==> config.mk <==
export PLATFORM = sky130hd
export DESIGN_NAME = sfts_ram
export DESIGN_NICKNAME = d
export VERILOG_FILES = /design/src/rtl/sfts_ram.sv
export SDC_FILE = /design/constraint.sdc
export NUM_CORES = 1
export LEC_CHECK = 0
export ABC_CLOCK_PERIOD_IN_PS = 5100
export BUFFER_PORTS_ARGS = -buffer_cell sky130_fd_sc_hd__buf_2
export CAP_MARGIN = 20
export CORE_UTILIZATION = 35
export DETAILED_ROUTE_END_ITERATION = 10
export GPL_ROUTABILITY_DRIVEN = 1
export SYNTH_ARGS = -nofsm -noshare
export SYNTH_HDL_FRONTEND = slang
export SYNTH_SLANG_ARGS = --single-unit
==> constraint.sdc <==
create_clock -name clk -period 5.1 [get_ports clk]
set_input_delay 0.255 -clock clk [delete_from_list [all_inputs] [get_ports clk]]
set_output_delay 0.255 -clock clk [all_outputs]
set_load 0.02 [all_outputs]
==> src/rtl/sfts_ram.sv <==
// sfts_ram: single write port, single registered read port ram
// no package dependencies
module sfts_ram #(
  parameter int WIDTH   = 32,
  parameter int ENTRIES = 16,
  parameter int AW      = 4
) (
  input  logic             clk,
  input  logic             we,
  input  logic [AW-1:0]    waddr,
  input  logic [WIDTH-1:0] wdata,
  input  logic [AW-1:0]    raddr,
  output logic [WIDTH-1:0] rdata
);

  logic [WIDTH-1:0] mem [ENTRIES];

  // write port
  always_ff @(posedge clk) begin
    if (we) begin
      mem[waddr] <= wdata;
    end
  end

  // registered read port
  always_ff @(posedge clk) begin
    rdata <= mem[raddr];
  end

endmodule

==> results.json, run 1 <==
{
  "slew_headroom_pct": 32.4,
  "syn_area_um2": 19900,
  "synth-main-ff-cell": "edfxtp_1",
  "io-pin-count": 74,
  "cp_data_required_time_ps": 5340,
  "grt_start_max_net_pins": 68,
  "cells_after_synthesis": 838,
  "final_layout_size_suffix_gt1_share_pct": 32.9,
  "max_cap_viol_count": 0,
  "setup.worst_path.start_class": "input pin",
  "cp_max_fo": 19,
  "path_cells": "buf_2, or3b_2, nor2_4, buf_4",
  "via_per_inst": 5.13,
  "setup.worst_path.end_class": "flip-flop",
  "holdCritPathClass": "in2reg",
  "core.rowCount": 86,
  "critical-path-slowest-cell": "nor2_4",
  "ctsRootBufferMaster": "clkbuf_16",
  "clk_pin_slew_worst_paths_ps": 60,
  "crit_arrival_ps": 2100,
  "grt_pass1_vias": 9463,
  "die_height_um": 240,
  "netlist.area_leader.share_pct": 77.4,
  "critPathMaxStageDelay_ps": 700,
  "areaGrowthSynthToFinish_pct": 16.2,
  "tightest_slew_ps": 1010,
  "number_of_failing_setup_endpoints_in_the_final_timing_report": 0,
  "floorplan.die_area_um2": 57700,
  "globalRouteMet2Util_pct": 23.5,
  "clock_tree.buffer_depth": 3,
  "remaining_drc_errors": 0,
  "number_of_setup_buffers_added_after_cts": 0,
  "hold_path_end": "mem[8][10]",
  "die_span_x_um": 240,
  "grt_antenna_before_repair": 3,
  "via_count": 8915,
  "post-route-worst-setup-slack_ps": 3240,
  "cts_resized": 0,
  "cts_tree": "done",
  "worst-r2r-setup-slack_ps": 3740,
  "final_cell_count_no_fill": 1737,
  "max_freq_mhz": 539,
  "number_of_hold_violations_in_the_final_report": 0,
  "worst_r2r_path_depth": 3,
  "category_of_cells_accounting_for_the_largest_share_of_critical_path_delay": "simple AND/OR/NAND/NOR gates",
  "power.leakage_uw": 0.00733,
  "cts_hold_buffers": 0,
  "detailed_routing_iterations_pass_1": 6,
  "clock_sinks": 544,
  "met3_usage_pct": 2.95,
  "antenna_cells": 0,
  "dp_worst_setup_slack_ps": 2580,
  "path_class": "in2reg",
  "syn-num-nets": 880,
  "synth_cell_types": 18,
  "report.final.slew_viol_count": 0,
  "wl_per_cell_um": 24.6,
  "post-route-period-util_pct": 36.4,
  "numCtsBuffers": 53,
  "yosys_register_bits": 544,
  "coreArea_um2": 55500,
  "drt_wl_total_um": 42700,
  "power_uw": 9470,
  "async_flop_share_pct": 0,
  "routabilityCongestion": 0.685,
  "dr.first_iter.drc_count": 965,
  "power-per-cell-area_nw_per_um2": 411,
  "critical_path_buf_inv_count": 2,
  "fin_nets": 988,
  "post_dp_cell_area_um2": 21300,
  "postSynthAreaPerCell_um2": 23.7,
  "ir_worst_vdd_mv": 0.213,
  "hold_path_depth": 1,
  "fin_tns_setup_ps": 0,
  "endpoint_of_the_worst_register_to_register_path": "rdata[20]",
  "synth_largest_area_cell": "edfxtp_1",
  "clock_insertion_delay_worst_skew_ps": 580,
  "top_post_synthesis_cells_by_count": "edfxtp_1, mux4_2, a22oi_1",
  "number_of_synthesized_flops_with_an_enable_pin": 512,
  "gr-usage-all-layers_pct": 15.1,
  "ys_top_cells_by_area": "edfxtp_1, mux4_2, dfxtp_1, a22oi_1, nand2_1",
  "post-synth-top-count-cell": "edfxtp_1",
  "outcome": "finished clean",
  "post-dp-hpwl_um": 21000,
  "final_antenna_net_count": 0,
  "setup_repair_after_global_routing_missed_its_margin": "false",
  "global_route.overflow_total": 0,
  "initial_core_util_pct": 35.8,
  "timing.hold.worst.start": "wdata[10]",
  "ys_seq_area_share_pct": 80.7,
  "worst_r2r_startpoint": "mem[10][20]",
  "gr-max-usage-layer": "met2",
  "port_buffers": 73,
  "layout_min_cycle_time_ps": 1860,
  "post-route-cell-area_um2": 23100,
  "place.detailed.instances": 1639,
  "clock-skew-final_ps": 23.2,
  "gr-usage-met1_pct": 21.8,
  "cts_max_level": 2,
  "synth_warnings": 0,
  "wire_length_of_the_first_global_routing_pass_um": 62800
}
-- flip-flops by register name, indices dropped and copies added, names as in the netlist --
signal	flops
mem	512
rdata	32
-- layout by cell type, fill, tap and decap left out, drive strengths merged --
cell,n
bufinv,7
nor2,13
nand2b,2
or3b,1
clkinv,20
buf,95
nand3b,2
edfxtp,512
nand3,1
a22oi,64
mux4,128
clkbuf,70
dfxtp,32
clkinvlp,2
nor3,4
nand2,33
nor2b,2
and2,1
-- worst register-to-register path: cells and delay by family, from the launching register on --
kind	cells	cell delay, ps
muxes	1	470
DFF	1	370
AOI/OAI and AO/OA	1	220
and+or+nand+nor	1	160
-- how the worst max path moves through the flow --
| stage | to | cells after the start | slack, ps | start |
|---|---|---|---|---|
| finish | mem[1][5] | 4 | 3240 | waddr[2] |
| global route | rdata[27] | 5 | 3060 | raddr[0] |
| CTS | rdata[6] | 5 | 3180 | raddr[0] |
| floorplan | mem[0][0] | 2 | 1670 | waddr[2] |
| detailed placement | rdata[21] | 5 | 2580 | raddr[0] |
| global placement | rdata[18] | 5 | 2580 | raddr[0] |
-- logic make-up (layout without fill, tap and decap cells) --
family	Yosys count	after routing	synth area share, %
compound gates	64	64	2.42
buf+inv	43	194	1.12
mux	128	128	14.5
flops	544	544	80.7
simple gates	59	59	1.27
-- power breakdown --
part / internal, µW / switching [µW]
logic: 178 / 283
clock network: 2360 / 1620
registers: 5000 / 32.3
-- cell type report --
class	count	area, µm²
clock buffers	69	1460
fillers	4816	32500
clock inverters	29	327
flip-flops and latches	544	16000
repair buffers	96	587
multi-input cells	251	3750
well taps	748	936
-- through the flow --
| step | hold slack, ps | util (%) |
|---|---|---|
| finish | 45.0 | 41.6 |
| global placement | 629 | 38.3 |
| CTS | 18.2 | 41.6 |
| detailed placement | 639 | 38.3 |
| floorplan | 354 | - |
| global route | 37.4 | 41.6 |
-- layer usage --
layer  up-vias  wire (µm)
met4         6        770
met1      4764      19100
met5         -         43
met2       301      20000
li1       3786          -
met3        58       2810
Note: power is estimated with default switching activity, not from simulation.
==> inputs of run 2 (changes only) <==
ABC_CLOCK_PERIOD_IN_PS = 1580   (was 5100)
clock period = 1.58 ns   (was 5.1 ns; I/O delays follow)
==> results.json, run 2 (same netlist as run 1, synthesis figures left out) <==
{
  "outcome": "finished clean",
  "antenna_cells": 0,
  "top_routing_layer_used": "met5",
  "port_buffers": 73,
  "drt_wl_total_um": 43100,
  "core.rowCount": 86,
  "detailed_routing_iterations_pass_1": 5,
  "via_per_inst": 5.06,
  "wire_length_of_the_first_global_routing_pass_um": 64200,
  "die_height_um": 240,
  "grt_start_max_net_pins": 33,
  "worst-r2r-setup-slack_ps": 180,
  "critPathMaxStageDelay_ps": 480,
  "power.leakage_uw": 0.00777,
  "power-per-cell-area_nw_per_um2": 1250,
  "reg.largest.list": "mem x512, rdata x32",
  "critical-path-slowest-cell": "mux4_2",
  "power_uw": 30300,
  "final_cell_mix": "edfxtp_1, mux4_2, buf_2",
  "number_of_failing_setup_endpoints_in_the_final_timing_report": 0,
  "slew_headroom_pct": 70.7,
  "post-dp-hpwl_um": 24100,
  "clock-skew-final_ps": 26.3,
  "cp_max_fo": 1,
  "gr-usage-all-layers_pct": 15.4,
  "path_class": "reg2reg",
  "share_seq_of_total_power_pct": 53.6,
  "areaGrowthSynthToFinish_pct": 21.7,
  "crit_arrival_ps": 1870,
  "place.detailed.instances": 1680,
  "holdWs_ps": 117,
  "number_of_setup_buffers_added_after_cts": 0,
  "category_of_cells_accounting_for_the_largest_share_of_critical_path_delay": "multiplexers",
  "initial_core_util_pct": 35.8,
  "dr_wl_met3_um": 2180,
  "path_cells": "mux4_2, a22oi_1, nand2_1",
  "fin_nets": 1061,
  "remaining_drc_errors": 0,
  "ctsRootBufferMaster": "clkbuf_16",
  "setup_repair_after_global_routing_missed_its_margin": "false",
  "layout_min_cycle_time_ps": 1400,
  "leading_cell_type_in_the_layout_fill_and_taps_excluded": "edfxtp_1",
  "ir_worst_vdd_mv": 0.735,
  "clock_sinks": 544,
  "floorplan.die_area_um2": 57700,
  "tightest_slew_ps": 439,
  "die_span_x_um": 240,
  "grt_antenna_before_repair": 2,
  "internal_pwr_total_uw": 23900,
  "holdCritPathClass": "in2reg",
  "critical_path_buf_inv_count": 0,
  "max_freq_mhz": 714,
  "io-pin-count": 74,
  "power_switching_share_pct": 21.2,
  "clock_insertion_delay_worst_skew_ps": 620,
  "report.final.slew_viol_count": 0,
  "max_cap_viol_count": 0,
  "dr.first_iter.drc_count": 722,
  "setup.worst_path.end_class": "flip-flop",
  "wl_per_cell_um": 23.8,
  "global_route.overflow_total": 0,
  "power.net_switching_uw": 6420,
  "setup.worst_path.start_class": "flip-flop",
  "coreArea_um2": 55500,
  "final_cell_count_no_fill": 1811,
  "number_of_hold_violations_in_the_final_report": 0,
  "via_count": 9165,
  "largest_register": "mem",
  "routedLengthMet1_um": 19600,
  "cp_data_required_time_ps": 2050,
  "power_frac_comb_pct": 5.7,
  "final_layout_size_suffix_gt1_share_pct": 33.9,
  "clk_pin_slew_worst_paths_ps": 60,
  "numCtsBuffers": 53,
  "met2RoutedLength_um": 20600,
  "largest_register_ffs": 512,
  "fin_tns_setup_ps": 0,
  "clock_tree.buffer_depth": 3,
  "cts_tree": "done",
  "grt_pass1_vias": 9755,
  "cts_max_level": 2,
  "post-route-period-util_pct": 88.6,
  "routabilityCongestion": 0.699,
  "power.share.clock_pct": 40.7,
  "final_antenna_net_count": 0
}
## run 2: cell types whose count changed in the layout (fill, tap and decap cells not counted), sizes merged
| cell | delta |
|---|---|
| buf | +41 |
| bufinv | -4 |
| inv | +3 |
| dlygate4sd3 | +32 |
| clkbuf | +7 |
| clkinv | -5 |
## run 2: per-stage QoR
stage	cell area, µm²	util [%]	setup WS [ps]
2_1_floorplan	20000	-	-386
3_5_place_dp	22100	39.9	-83.4
3_3_place_gp	22100	39.9	-88.4
5_1_grt	24200	43.5	150
4_1_cts	24200	43.5	155
6_report	24200	43.5	180
## run 2: worst paths after layout
kind | endpoint | startpoint | cells after the start
min reg2reg | rdata[24] | mem[14][24] | 3
max reg2reg | rdata[26] | mem[3][26] | 3
max | rdata[26] | mem[3][26] | 3
min | rdata[11] | raddr[1] | 5
## run 2: worst reg2reg max path: cells and delay by family (launching register included)
family / cells / cell delay [ps]
AND/OR/NAND/NOR: 1 / 130
multiplexers: 1 / 480
flip-flops: 1 / 370
AO/OA/AOI/OAI: 1 / 290
## run 2: power groups by stage
| stage | Sequential [µW] | Combinational (µW) | Clock, µW |
|---|---|---|---|
| 2_1_floorplan | 16600 | 789 | 0 |
| 6_report | 16200 | 1710 | 12300 |
| 3_3_place_gp | 16500 | 1660 | 0 |
| 5_1_grt | 16300 | 1850 | 13100 |
| 4_1_cts | 16200 | 1750 | 12600 |
| 3_5_place_dp | 16600 | 1680 | 0 |
## run 2: per-layer routing
metal | track usage (%) | up-vias
met5 | 0 | -
met4 | 4.09 | 4
met3 | 2.41 | 52
met2 | 24.2 | 233
met1 | 22.3 | 4940
li1 | - | 3936
## run 2: what timing repair did
item | in CTS | in global routing
hold buffers | 32 | 0
hold endpoints to repair | 512 | 0
gates resized for setup | 0 | 0
## run 2: layout make-up
class                      count  area, µm²
multi-input combinational    251       3780
sequential                   544      16000
clock buffer                  76       1460
fill                        4752      31400
tap                          748        936
timing repair buffer         169       1730
clock inverter                23        248
==> inputs of run 3 (changes only) <==
ABC_AREA = 1   (was default)
==> results.json, run 3 <==
{
  "critical_path_buf_inv_count": 1,
  "max_freq_mhz": 740,
  "setup.worst_path.end_class": "output pin",
  "die_span_x_um": 257,
  "largest_register": "mem",
  "number_of_failing_setup_endpoints_in_the_final_timing_report": 0,
  "endpoint_of_the_worst_register_to_register_path": "rdata[19]",
  "worst_r2r_path_depth": 6,
  "async_flop_share_pct": 0,
  "clk_pin_slew_worst_paths_ps": 60,
  "max_cap_viol_count": 0,
  "cts_resized": 0,
  "cp_data_required_time_ps": 1500,
  "post-route-worst-setup-slack_ps": 228,
  "critPathLaunch": "rdata[11]",
  "drt_wl_total_um": 53700,
  "critical-path-slowest-cell": "dfxtp_1",
  "holdCritPathClass": "in2reg",
  "dp_worst_setup_slack_ps": 143,
  "top_post_synthesis_cells_by_count": "nand2_1, edfxtp_1, inv_1",
  "gr-max-usage-layer": "met2",
  "tightest_slew_ps": 488,
  "number_of_synthesized_flops_with_an_enable_pin": 512,
  "initial_core_util_pct": 35.3,
  "yosys_register_bits": 544,
  "layout_min_cycle_time_ps": 1350,
  "setup.worst_path.end": "rdata[11]",
  "reg.largest.list": "mem x512, rdata x32",
  "grt_antenna_before_repair": 2,
  "worst-r2r-setup-slack_ps": 480,
  "post-dp-hpwl_um": 31100,
  "cts_max_level": 2,
  "coreArea_um2": 64300,
  "ys_seq_area_share_pct": 70.5,
  "power_uw": 30700,
  "die_height_um": 257,
  "syn_area_um2": 22700,
  "path_cells": "buf_2",
  "via_count": 14600,
  "fillerInstances": 5993,
  "clock_sinks": 544,
  "power.leakage_uw": 0.0112,
  "gr-usage-met1_pct": 21.9,
  "slew_headroom_pct": 67.4,
  "cp_max_fo": 1,
  "areaGrowthSynthToFinish_pct": 17.4,
  "area_used_by_sequential_logic_in_the_layout_um2": 16000,
  "ys_top_cells_by_area": "edfxtp_1, nand2_1, nand3_1, inv_1, dfxtp_1",
  "port_buffers": 73,
  "final_cell_count_no_fill": 3147,
  "worst_r2r_startpoint": "mem[3][19]",
  "synth_warnings": 0,
  "gr-usage-all-layers_pct": 16.4,
  "power.share.clock_pct": 40.1,
  "fin_nets": 2288,
  "clock_tree.buffer_depth": 3,
  "met3_usage_pct": 3.11,
  "final_cell_mix": "nand2_1, edfxtp_1, inv_1",
  "synth-main-ff-cell": "edfxtp_1",
  "synth_largest_area_cell": "edfxtp_1",
  "ir_worst_vdd_mv": 0.863,
  "ctsRootBufferMaster": "clkbuf_16",
  "post-synth-top-count-cell": "nand2_1",
  "routabilityCongestion": 0.760,
  "number_of_setup_buffers_added_after_cts": 0,
  "crit_cells": 1,
  "category_of_cells_accounting_for_the_largest_share_of_critical_path_delay": "flip-flops",
  "syn-num-nets": 2162,
  "share_seq_of_total_power_pct": 52.9,
  "setup.worst_path.start_class": "flip-flop",
  "wl_per_cell_um": 17.1,
  "leading_cell_type_in_the_layout_fill_and_taps_excluded": "nand2_1",
  "synth_cell_types": 15,
  "multi_input_logic_area_um2": 4670,
  "post-route-period-util_pct": 85.6,
  "grt_start_max_net_pins": 73,
  "largest_register_ffs": 512,
  "report.final.slew_viol_count": 0,
  "core.rowCount": 93,
  "clock_insertion_delay_worst_skew_ps": 610,
  "number_of_hold_violations_in_the_final_report": 0,
  "io-pin-count": 74,
  "final_layout_size_suffix_gt1_share_pct": 10.6,
  "cts_hold_buffers": 33,
  "numCtsBuffers": 54,
  "power.net_switching_uw": 6910,
  "antenna_cells": 0,
  "remaining_drc_errors": 0,
  "floorplan.die_area_um2": 66000,
  "path_class": "reg2out",
  "critPathMaxStageDelay_ps": 450,
  "global_route.overflow_total": 0,
  "globalRouteMet2Util_pct": 27.1,
  "power-per-cell-area_nw_per_um2": 1150,
  "setup_repair_after_global_routing_missed_its_margin": "false",
  "dr.first_iter.drc_count": 1082,
  "grt_pass1_vias": 14400,
  "final_antenna_net_count": 0,
  "postSynthAreaPerCell_um2": 10.7,
  "cts_tree": "done",
  "internal_pwr_total_uw": 23700,
  "place.detailed.instances": 3012,
  "detailed_routing_iterations_pass_1": 5,
  "via_per_inst": 4.65,
  "outcome": "finished clean",
  "clock-skew-final_ps": 16.2,
  "crit_arrival_ps": 1270,
  "cells_after_synthesis": 2120,
  "wire_length_of_the_first_global_routing_pass_um": 83900,
  "netlist.area_leader.share_pct": 67.6,
  "power_switching_share_pct": 22.6,
  "power_frac_comb_pct": 7.0
}
==> run 3: power by group through the flow <==
stage               logic [µW]  clock network (µW)  registers (µW)
global placement          2080                   0           16500
global route              2380               13000           16200
finish                    2150               12300           16200
detailed placement        2110                   0           16500
CTS                       2180               12600           16200
floorplan                 1100                   0           16600
==> run 3: final cells by class <==
class	instances	area share [%]
Inverter	390	5.51
Multi-Input combinational cell	1081	17.5
Clock buffer	75	5.59
Clock inverter	27	0.755
Timing Repair Buffer	175	6.65
Tap cell	855	4.01
Sequential cell	544	60.0
==> run 3: worst min path at each step <==
stage / start / end / depth (start not counted)
2_1_floorplan: wdata[0] / mem[0][0] / 0
3_3_place_gp: wdata[5] / mem[5][5] / 1
3_5_place_dp: wdata[5] / mem[5][5] / 1
4_1_cts: raddr[2] / rdata[8] / 5
5_1_grt: raddr[2] / rdata[3] / 5
6_report: raddr[2] / rdata[2] / 5
==> run 3: kinds of logic (layout without fill, tap and decap cells) <==
group,after synthesis,count (layout),share of synthesized area [%]
DFF,544,544,70.5
and+or+nand+nor,1081,1081,20.0
buffers and inverters,495,667,9.54
==> run 3: per-stage QoR <==
step           setup TNS, ps  util (%)  instance area [µm²]  hold slack (ps)
6_report                   0      41.5                26700             91.2
5_1_grt                    0      41.5                26700             84.9
3_5_place_dp               0      38.3                24700              471
2_1_floorplan        -157230         -                22700              178
3_3_place_gp               0      38.3                24700              463
4_1_cts                    0      41.5                26700             63.9
==> run 3: layer usage <==
metal,vias to the layer above,part of all wire (%)
met4,4,2.0
met3,78,5.5
met5,-,0.043
met1,7101,45
met2,351,48
li1,7096,-
